--- config.mk ---
export PLATFORM = sky130hd
export DESIGN_NAME = ss_cell
export DESIGN_NICKNAME = d
export VERILOG_FILES = /design/src/hdl/ss_pkg.sv /design/src/hdl/ss_cell.sv
export SDC_FILE = /design/constraint.sdc
export NUM_CORES = 1
export LEC_CHECK = 0
export BUFFER_PORTS_ARGS = -buffer_cell sky130_fd_sc_hd__buf_2
export CAP_MARGIN = 20
export CORE_MARGIN = 2
export CORE_UTILIZATION = 45
export CTS_CLUSTER_SIZE = 8
export DETAILED_ROUTE_END_ITERATION = 10
export PLACE_DENSITY = 0.89
export REMOVE_ABC_BUFFERS = 1
export SYNTH_ARGS = -nofsm -noshare
export SYNTH_HDL_FRONTEND = slang
export SYNTH_SLANG_ARGS = --single-unit
--- constraint.sdc ---
create_clock -name clk -period 3.1 [get_ports clk]
set_input_delay 0.465 -clock clk [delete_from_list [all_inputs] [get_ports clk]]
set_output_delay 0.465 -clock clk [all_outputs]
set_load 0.02 [all_outputs]
--- src/hdl/ss_pkg.sv ---
package ss_pkg;

	localparam int CAPACITY   = 32;
	localparam int KEY_BITS   = 32;
	localparam int COUNT_BITS = $clog2(CAPACITY + 1);

	typedef logic signed [KEY_BITS-1:0] key_t;
	typedef logic [COUNT_BITS-1:0]      count_t;

	typedef enum logic [1:0] {
		OP_INSERT = 2'd0,
		OP_DELETE = 2'd1,
		OP_NEXT   = 2'd2,
		OP_PREV   = 2'd3
	} op_t;

	typedef enum logic [2:0] {
		ST_OK           = 3'd0,
		ST_PRESENT      = 3'd1,
		ST_ABSENT       = 3'd2,
		ST_NO_NEIGHBOUR = 3'd3,
		ST_FULL         = 3'd4
	} status_t;

	// command broadcast to every cell of the chain
	typedef struct packed {
		logic capture;   // latch compare flags against the bus key
		logic insert;    // open a gap at the insert point, shift right
		logic remove;    // close the gap at the match, shift left
	} cmd_t;

endpackage

--- src/hdl/ss_cell.sv ---
module ss_cell (
	input  logic          clk,
	input  logic          arst_n,
	input  ss_pkg::cmd_t  cmd,
	input  ss_pkg::key_t  bus_key,
	input  ss_pkg::key_t  left_key,
	input  logic          left_valid,
	input  logic          left_lt,
	input  ss_pkg::key_t  right_key,
	input  logic          right_valid,
	output ss_pkg::key_t  key_q,
	output logic          valid_q,
	output logic          lt_q,
	output logic          eq_q
);

	// compare flags, taken when a word is accepted
	always_ff @(posedge clk or negedge arst_n) begin
		if (!arst_n) begin
			lt_q <= 1'b0;
			eq_q <= 1'b0;
		end else if (cmd.capture) begin
			lt_q <= valid_q && (key_q < bus_key);
			eq_q <= valid_q && (key_q == bus_key);
		end
	end

	always_ff @(posedge clk or negedge arst_n) begin
		if (!arst_n) begin
			valid_q <= 1'b0;
		end else if (cmd.insert && !lt_q) begin
			valid_q <= left_lt ? 1'b1 : left_valid;
		end else if (cmd.remove && !lt_q) begin
			valid_q <= right_valid;
		end
	end

	always_ff @(posedge clk) begin
		if (cmd.insert && !lt_q) begin
			key_q <= left_lt ? bus_key : left_key;
		end else if (cmd.remove && !lt_q) begin
			key_q <= right_key;
		end
	end

endmodule

==> results of run 1 <==
## state kept, by name (all words and copies together), names as in the netlist
name	count
eq_q	1
key_q	32
lt_q	1
valid_q	1
## layout by cell type (no fill, tap or decap), types with 14 or more instances in the layout
| master | instances |
|---|---|
| a21oi_1 | 14 |
| mux2i_1 | 32 |
| edfxtp_1 | 32 |
| buf_2 | 138 |
| inv_1 | 35 |
| o21ai_1 | 32 |
| nand2_1 | 43 |
| ha_1 | 32 |
## how the worst max path moves through the flow
| stage | cells past startpoint | to | from |
|---|---|---|---|
| 2_1_floorplan | 4 | valid_q | cmd[1] |
| 3_3_place_gp | 8 | lt_q | bus_key[31] |
| 3_5_place_dp | 9 | lt_q | bus_key[31] |
| 4_1_cts | 7 | lt_q | key_q[31] |
| 5_1_grt | 5 | valid_q | lt_q |
| 6_report | 3 | key_q[31] | lt_q |
## area by class of cell
type / count / area (µm²) / area share (%)
multi-input cells: 191 / 1370 / 40.1
flip-flops and latches: 35 / 1040 / 30.3
repair buffers: 140 / 708 / 20.7
inverters: 35 / 131 / 3.84
well taps: 72 / 90.1 / 2.64
clock buffers: 8 / 80.1 / 2.34
## kinds of logic after synthesis
| kind of cell | count (synthesis) |
|---|---|
| AO/OA/AOI/OAI | 62 |
| flip-flops | 35 |
| buffers and inverters | 46 |
| AND/OR/NAND/NOR | 65 |
| adder cells (fa/ha/maj) | 32 |
| multiplexers | 32 |
## critical path, cell delays in order, from the launching register on
cell and delay [ns]:
dfrtp_1 0.46, nand2b_2 0.59, buf_4 0.42, o21ai_1 0.13
## metrics by stage
stage          cells  worst slack (ns)  power, mW  hold slack, ns
2_1_floorplan    261             0.747       1.43           0.169
3_3_place_gp     472              1.11       1.76           0.273
3_5_place_dp     472              1.08       1.79           0.273
4_1_cts          481              1.25       2.12           0.452
5_1_grt          481              1.08       2.26           0.467
6_report         481              1.23       2.10           0.453
## routing by layer
| metal | GRT usage (%) | part of all wire [%] | vias to the layer above |
|---|---|---|---|
| li1 | - | - | 1234 |
| met1 | 25.8 | 44 | 1102 |
| met2 | 36.9 | 50 | 83 |
| met3 | 4.41 | 5.7 | 4 |
| met4 | 4.66 | 0.63 | 0 |
| met5 | 0 | 0 | - |
## timing repair
item	4_1_cts	5_1_grt
hold endpoints to repair	3	0
gates resized for setup	0	0
hold buffers	1	0
## report_power, final
part	leakage [nW]	switching, mW	internal (mW)
Combinational	1.42	0.603	0.355
Clock	0.0395	0.161	0.160
Sequential	0.361	0.0918	0.727
==> flow_summary.html, run 1 <==
<table>
<tr><th>Metric</th><th>Value</th></tr>
<tr><th colspan="2">Placed design</th></tr>
<tr><td>Final Wtd Congestion</td><td>0.748</td></tr>
<tr><td>HPWL after DPL</td><td>5.20 mm</td></tr>
<tr><td>Cell area after placement</td><td>3330 µm²</td></tr>
<tr><td>Port Buffers</td><td>138</td></tr>
<tr><th colspan="2">Hold path</th></tr>
<tr><td>Cell depth of the worst min-delay path</td><td>2</td></tr>
<tr><td>Worst min-delay path class</td><td>in -&gt; reg</td></tr>
<tr><td>Startpoint of the most critical hold path</td><td>cmd[2]</td></tr>
<tr><td>Hold-critical path endpoint</td><td>eq_q</td></tr>
<tr><th colspan="2">Synth</th></tr>
<tr><td>Post-synth ARST share</td><td>under 10%</td></tr>
<tr><td>Post-synthesis share of cell area spent on and, or, nand and nor gates</td><td>11.5%</td></tr>
<tr><td>Total standard cell area after synthesis</td><td>between 2000 and 3000 µm²</td></tr>
<tr><td>Average footprint of a synthesized cell</td><td>9.47 µm²</td></tr>
<tr><td>Distinct cell type count after synthesis</td><td>32</td></tr>
<tr><td>Largest family of logic cells by synthesized area</td><td>adder cells</td></tr>
<tr><td>Flip-flop cell with the highest count after synthesis</td><td>edfxtp_1</td></tr>
<tr><td>List of most frequent post-synthesis cells</td><td>nand2_1 (43), inv_1 (35)</td></tr>
<tr><td>Compound-Gate Fraction of Synth Area</td><td>13.4%</td></tr>
<tr><td>Instance count of the mapped netlist</td><td>between 200 and 300</td></tr>
<tr><td>Synthesis warning total</td><td>0</td></tr>
<tr><td>Leading cell type by number of instances after synthesis</td><td>nand2_1</td></tr>
<tr><td>Register bit count reported by yosys</td><td>35</td></tr>
<tr><td>Fraction of synthesized area in multiplexers</td><td>12.4%</td></tr>
<tr><td>Sequential element share of the synthesized area</td><td>40.2%</td></tr>
<tr><td>Post-synth top area share</td><td>~37%</td></tr>
<tr><td>EDFF count, synth</td><td>32</td></tr>
<tr><td>Post-synthesis xor/xnor area fraction</td><td>0%</td></tr>
<tr><td>Dominant cells by area after synthesis</td><td>edfxtp_1 (37%), ha_1 (16%), mux2i_1 (12%)</td></tr>
<tr><td>Post-synthesis adder-cell area fraction</td><td>15.5%</td></tr>
<tr><td>Synth area leader</td><td>edfxtp_1</td></tr>
<tr><th colspan="2">Critical path</th></tr>
<tr><td>Setup slack of the most critical reg-to-reg path</td><td>approximately 1.2 ns</td></tr>
<tr><td>CP Data Required Time</td><td>3.12 ns</td></tr>
<tr><td>Type of the setup path with the least slack</td><td>reg -&gt; reg</td></tr>
<tr><td>Nature of the critical path startpoint</td><td>flip-flop</td></tr>
<tr><td>Worst r2r path cells</td><td>3</td></tr>
<tr><td>Crit. End Element</td><td>flip-flop</td></tr>
<tr><td>R2R Path End</td><td>key_q[31]</td></tr>
<tr><td>Highest fanout seen on the critical path</td><td>34</td></tr>
<tr><td>Arrival time at the worst endpoint</td><td>1.89 ns</td></tr>
<tr><td>Reg-to-reg critical path startpoint</td><td>lt_q</td></tr>
<tr><th colspan="2">Timing</th></tr>
<tr><td>Maximum clock rate</td><td>535 MHz</td></tr>
<tr><td>Number of pins exceeding their max-slew limit in the final report</td><td>0</td></tr>
<tr><td>Shortest clock period the worst path allows after layout</td><td>1.87 ns</td></tr>
<tr><td>Setup_tns</td><td>0 ns</td></tr>
<tr><td>Final setup violating endpoints</td><td>0</td></tr>
<tr><td>Worst Tran Pin Value</td><td>0.980 ns</td></tr>
<tr><td>Hold Vio Cnt, Final</td><td>0</td></tr>
<tr><td>Setup repair after global routing missed its margin</td><td>no</td></tr>
<tr><td>Post-route clock period utilization</td><td>60.3%</td></tr>
<tr><td>Layout Skew</td><td>0.00407 ns</td></tr>
<tr><td>Max-Slew Margin vs Limit</td><td>34.6%</td></tr>
<tr><th colspan="2">Clock tree</th></tr>
<tr><td>Bufs on Longest Clock Path</td><td>2</td></tr>
<tr><td>Clock tree sinks</td><td>35</td></tr>
<tr><td>Clock-pin slew on the worst setup and hold paths</td><td>0.07 ns</td></tr>
<tr><td>Number of H-tree levels</td><td>2</td></tr>
<tr><td>Clock root buffer</td><td>clkbuf_8</td></tr>
<tr><td>Skew-Pair Late Insertion Delay</td><td>0.28 ns</td></tr>
<tr><td>Number of buffers inserted during clock tree synthesis</td><td>5</td></tr>
<tr><td>CTS tree</td><td>done</td></tr>
<tr><td>Setup fix buffers added after clock tree synthesis</td><td>0</td></tr>
<tr><th colspan="2">Route</th></tr>
<tr><td>Via density per instance</td><td>5.04</td></tr>
<tr><td>First-iteration detailed-routing DRC count</td><td>82</td></tr>
<tr><td>Antenna viol nets, final</td><td>0</td></tr>
<tr><td>Drt first pass iters</td><td>4</td></tr>
<tr><td>Count of unresolved DRC violations after routing</td><td>0</td></tr>
<tr><td>Vias</td><td>2,423</td></tr>
<tr><td>Detailed-route wire length</td><td>6.47 mm</td></tr>
<tr><td>Post-detailed-route wirelength per cell</td><td>13.5 µm</td></tr>
<tr><th colspan="2">Run</th></tr>
<tr><td>Maximum capacitance violations</td><td>0</td></tr>
<tr><th colspan="2">Floorplan</th></tr>
<tr><td>Full die area</td><td>6340 µm²</td></tr>
<tr><td>Initial standard-cell utilization of the core</td><td>46.8%</td></tr>
<tr><td>Area of the core</td><td>5510 µm²</td></tr>
<tr><td>Total number of placement rows</td><td>27</td></tr>
<tr><td>Die boundary height</td><td>79.6 µm</td></tr>
<tr><td>Top Ports</td><td>139</td></tr>
<tr><td>Width of the die</td><td>around 80 µm</td></tr>
<tr><th colspan="2">Cells and area</th></tr>
<tr><td>Layout cell share with drive strength beyond 1</td><td>36.9%</td></tr>
<tr><td>Antenna Cells</td><td>0</td></tr>
<tr><td>Final Cell Area</td><td>3420 µm²</td></tr>
<tr><td>Utilization after layout</td><td>slightly above 60%</td></tr>
<tr><td>Growth of design area from synthesis to finish</td><td>32.7%</td></tr>
<tr><td>Total Nets Final</td><td>544</td></tr>
<tr><td>Filler Cells Inserted</td><td>roughly 480</td></tr>
<tr><th colspan="2">Outcome</th></tr>
<tr><td>Result of the run</td><td>finished clean</td></tr>
<tr><th colspan="2">GRT</th></tr>
<tr><td>GRT Util Overall</td><td>20.8%</td></tr>
<tr><td>First-pass GRT wire length</td><td>between 10 and 15 mm</td></tr>
<tr><td>Number of antenna violations at the first check in global routing</td><td>0</td></tr>
<tr><td>Via count of the first global-routing pass</td><td>2,389</td></tr>
<tr><td>Maximum number of pins on one net before global-route repair</td><td>35</td></tr>
<tr><td>GRT Residual Overflow</td><td>0</td></tr>
<tr><th colspan="2">Power</th></tr>
<tr><td>Pwr Density</td><td>613 nW/µm²</td></tr>
<tr><td>Peak ir drop on the vdd network</td><td>385 µV</td></tr>
<tr><td>Leakage power</td><td>1.82 nW</td></tr>
</table>
No activity file was read; power rests on OpenSTA's default activity.
==> inputs of run 2 (changes only) <==
- CORE_UTILIZATION: 45 -> 41
- PLACE_DENSITY: 0.89 -> 0.86
- clock period: 3.1 -> 1.7 ns (I/O delays scaled with it)
==> flow_summary.html, run 2 (same netlist as run 1, synthesis figures left out) <==
<table>
<tr><th>Metric</th><th>Value</th></tr>
<tr><th colspan="2">Clock tree</th></tr>
<tr><td>Skew-Pair Late Insertion Delay</td><td>0.28 ns (about the same)</td></tr>
<tr><td>Bufs on Longest Clock Path</td><td>2 (unchanged)</td></tr>
<tr><td>Clock root buffer</td><td>clkbuf_8 (unchanged)</td></tr>
<tr><td>Number of H-tree levels</td><td>2 (unchanged)</td></tr>
<tr><td>Number of buffers inserted during clock tree synthesis</td><td>5 (unchanged)</td></tr>
<tr><td>Clock-pin slew on the worst setup and hold paths</td><td>0.07 ns (about the same)</td></tr>
<tr><td>CTS tree</td><td>done (unchanged)</td></tr>
<tr><td>Clock tree sinks</td><td>35 (unchanged)</td></tr>
<tr><th colspan="2">Timing</th></tr>
<tr><td>Worst setup margin</td><td>-0.0508 ns (was 1.23 ns)</td></tr>
<tr><td>Hold Worst Slack</td><td>0.239 ns (was 0.453 ns)</td></tr>
<tr><td>Number of pins exceeding their max-slew limit in the final report</td><td>0 (unchanged)</td></tr>
<tr><td>Shortest clock period the worst path allows after layout</td><td>1.75 ns (was 1.87 ns)</td></tr>
<tr><td>Maximum clock rate</td><td>571 MHz (was 535 MHz)</td></tr>
<tr><td>Final setup violating endpoints</td><td>1 (was 0)</td></tr>
<tr><td>Layout Skew</td><td>0.00424 ns (was 0.00407 ns)</td></tr>
<tr><td>Setup repair after global routing missed its margin</td><td>yes (was no)</td></tr>
<tr><td>Hold Vio Cnt, Final</td><td>0 (unchanged)</td></tr>
<tr><td>Post-route clock period utilization</td><td>103% (was 60.3%)</td></tr>
<tr><td>Worst Tran Pin Value</td><td>0.305 ns (was 0.980 ns)</td></tr>
<tr><td>Max-Slew Margin vs Limit</td><td>79.4% (was 34.6%)</td></tr>
<tr><th colspan="2">Power</th></tr>
<tr><td>Peak ir drop on the vdd network</td><td>657 µV (was 385 µV)</td></tr>
<tr><td>Portion of total power attributed to the clock network</td><td>14.0% (was 15.3%)</td></tr>
<tr><td>Part of the power in registers</td><td>36.2% (was 39.0%)</td></tr>
<tr><td>Fraction of power consumed by combinational cells</td><td>49.9% (was 45.7%)</td></tr>
<tr><td>Pwr Density</td><td>1110 nW/µm² (was 613 nW/µm²)</td></tr>
<tr><td>Switching pwr</td><td>1.68 mW (was 0.855 mW)</td></tr>
<tr><td>Switching Fraction</td><td>40.3% (was 40.8%)</td></tr>
<tr><td>Leakage power</td><td>1.94 nW (was 1.82 nW)</td></tr>
<tr><td>Power Internal</td><td>2.49 mW (was 1.24 mW)</td></tr>
<tr><th colspan="2">Critical path</th></tr>
<tr><td>CP Data Required Time</td><td>1.92 ns (was 3.12 ns)</td></tr>
<tr><td>Critical Path Slowest Stage Cell</td><td>edfxtp_1 (was nand2b_2)</td></tr>
<tr><td>Critical path depth</td><td>7 (was 3)</td></tr>
<tr><td>Nature of the critical path startpoint</td><td>flip-flop (unchanged)</td></tr>
<tr><td>Arrival time at the worst endpoint</td><td>1.97 ns (was 1.89 ns)</td></tr>
<tr><td>Origin of the worst setup path</td><td>key_q[17] (was lt_q)</td></tr>
<tr><td>Type of the setup path with the least slack</td><td>reg -&gt; reg (unchanged)</td></tr>
<tr><td>Delay of the slowest cell on the worst path</td><td>0.44 ns (was 0.59 ns)</td></tr>
<tr><td>Highest fanout seen on the critical path</td><td>2 (was 34)</td></tr>
<tr><td>Dominant delay contributor by cell family on the critical path</td><td>compound AO/OA/AOI/OAI gates (was simple AND/OR/NAND/NOR gates)</td></tr>
<tr><td>Sequence of cells on the critical path</td><td>ha_4 -&gt; a21o_1 -&gt; a221o_1 -&gt; nand2_1 -&gt; o211ai_1 -&gt; or2_1 -&gt; o21ai_2 (was nand2b_2 -&gt; buf_4 -&gt; o21ai_1)</td></tr>
<tr><td>Reg-to-reg critical path startpoint</td><td>key_q[17] (was lt_q)</td></tr>
<tr><td>Crit. End Element</td><td>flip-flop (unchanged)</td></tr>
<tr><td>Worst r2r path cells</td><td>7 (was 3)</td></tr>
<tr><td>Buffers &amp; Inverters on Critical Path</td><td>0 (was 1)</td></tr>
<tr><th colspan="2">Floorplan</th></tr>
<tr><td>Width of the die</td><td>83.3 µm (was 79.6 µm)</td></tr>
<tr><td>Top Ports</td><td>139 (unchanged)</td></tr>
<tr><td>Full die area</td><td>6930 µm² (was 6340 µm²)</td></tr>
<tr><td>Area of the core</td><td>5990 µm² (was 5510 µm²)</td></tr>
<tr><td>Total number of placement rows</td><td>28 (was 27)</td></tr>
<tr><td>Die boundary height</td><td>83.3 µm (was 79.6 µm)</td></tr>
<tr><td>Initial standard-cell utilization of the core</td><td>43.0% (was 46.8%)</td></tr>
<tr><th colspan="2">Cells and area</th></tr>
<tr><td>Utilization after layout</td><td>62.6% (was 62.1%)</td></tr>
<tr><td>Highest-count cells in the layout ignoring fill and taps</td><td>buf_2 (138), nand2_1 (43), inv_1 (35) (unchanged)</td></tr>
<tr><td>Top register by number of flip-flops</td><td>key_q (unchanged)</td></tr>
<tr><td>Layout cell share with drive strength beyond 1</td><td>42.6% (was 36.9%)</td></tr>
<tr><td>Growth of design area from synthesis to finish</td><td>45.6% (was 32.7%)</td></tr>
<tr><td>Total Nets Final</td><td>565 (was 544)</td></tr>
<tr><td>Commonest non-fill, non-tap cell in the layout</td><td>buf_2 (unchanged)</td></tr>
<tr><td>Antenna Cells</td><td>0 (unchanged)</td></tr>
<tr><td>Number of flip-flops under the largest register name</td><td>32 (unchanged)</td></tr>
<tr><th colspan="2">Route</th></tr>
<tr><td>Count of unresolved DRC violations after routing</td><td>0 (unchanged)</td></tr>
<tr><td>First-iteration detailed-routing DRC count</td><td>109 (was 82)</td></tr>
<tr><td>Post-detailed-route wirelength per cell</td><td>13.5 µm (about the same)</td></tr>
<tr><td>Vias</td><td>2,490 (was 2,423)</td></tr>
<tr><td>Drt first pass iters</td><td>5 (was 4)</td></tr>
<tr><td>Antenna viol nets, final</td><td>0 (unchanged)</td></tr>
<tr><td>Via density per instance</td><td>4.93 (was 5.04)</td></tr>
<tr><td>Detailed-route wire length</td><td>6.82 mm (was 6.47 mm)</td></tr>
<tr><th colspan="2">GRT</th></tr>
<tr><td>First-pass GRT wire length</td><td>11.3 mm (was 10.4 mm)</td></tr>
<tr><td>GRT Util Overall</td><td>19.7% (was 20.8%)</td></tr>
<tr><td>Via count of the first global-routing pass</td><td>2,548 (was 2,389)</td></tr>
<tr><td>GRT Residual Overflow</td><td>0 (unchanged)</td></tr>
<tr><td>Number of antenna violations at the first check in global routing</td><td>0 (unchanged)</td></tr>
<tr><td>Maximum number of pins on one net before global-route repair</td><td>34 (was 35)</td></tr>
<tr><th colspan="2">Outcome</th></tr>
<tr><td>Failing checks</td><td>negative setup slack</td></tr>
<tr><td>Result of the run</td><td>finished, violations left (was finished clean)</td></tr>
<tr><th colspan="2">Placed design</th></tr>
<tr><td>HPWL after DPL</td><td>5.47 mm (was 5.20 mm)</td></tr>
<tr><td>Final Wtd Congestion</td><td>0.776 (was 0.748)</td></tr>
<tr><td>Port Buffers</td><td>138 (unchanged)</td></tr>
<tr><th colspan="2">Hold path</th></tr>
<tr><td>Worst min-delay path class</td><td>in -&gt; reg (unchanged)</td></tr>
<tr><td>Cell depth of the worst min-delay path</td><td>2 (unchanged)</td></tr>
<tr><td>Startpoint of the most critical hold path</td><td>cmd[2] (unchanged)</td></tr>
<tr><th colspan="2">Run</th></tr>
<tr><td>Maximum capacitance violations</td><td>0 (unchanged)</td></tr>
</table>
==> run 2: power groups by stage <==
stage | Combinational, mW | Sequential (mW) | Clock (mW)
final | 2.08 | 1.51 | 0.583
after detailed placement | 1.96 | 1.50 | 0
after CTS | 2.03 | 1.50 | 0.599
after global routing | 2.30 | 1.54 | 0.633
after floorplan | 0.809 | 1.80 | 0
after global placement | 1.89 | 1.48 | 0
==> run 2: layout make-up <==
class / count / area [µm²]
repair buffers: 161 / 903
well taps: 75 / 93.8
multi-input cells: 191 / 1510
inverters: 35 / 131
clock buffers: 6 / 72.6
fillers: 507 / 2240
clock inverters: 2 / 7.51
flip-flops and latches: 35 / 1040
==> run 2: path summary, 6_finish.rpt <==
kind                             end  slack (ns)
max in group asynchronous       lt_q        1.27
worst max register to register  lt_q       -0.05
worst min-delay path            eq_q        0.24
worst max-delay path            lt_q       -0.05
worst min register to register  eq_q        0.54
min in group asynchronous       eq_q        0.32
==> run 2: metal layers <==
metal  global-route usage [%]  up-vias  wire length [µm]
li1                         -     1279                 -
met1                     24.5     1127              2890
met2                     35.3       79              3520
met3                     4.17        5               366
met4                     4.02        0                50
met5                        0        -                 0
==> run 2: stage by stage <==
step	std cells	setup WS, ns	power [mW]	setup TNS [ns]	instance area (µm²)
global placement	493	-0.135	3.37	-0.211	3500
global route	505	-0.143	4.47	-0.265	3750
finish	505	-0.0508	4.17	-0.0508	3750
detailed placement	493	-0.181	3.46	-0.305	3500
floorplan	261	-0.648	2.61	-34.97	2530
CTS	504	-0.0798	4.13	-0.153	3680
==> run 2: what timing repair did <==
action | 4_1_cts | 5_1_grt
hold buffers | 1 | 0
buffers inserted | 2 | 1
resized for setup | 7 | 6
setup endpoints to repair | 2 | 2
pin swaps | 7 | 8
endpoints found under the hold margin | 3 | 0
==> run 2: worst reg2reg max path: stages, from the launching register on <==
cell      delay, ns
edfxtp_1       0.44
ha_4           0.24
a21o_1         0.17
a221o_1        0.32
nand2_1        0.06
o211ai_1       0.10
or2_1          0.23
o21ai_2        0.12
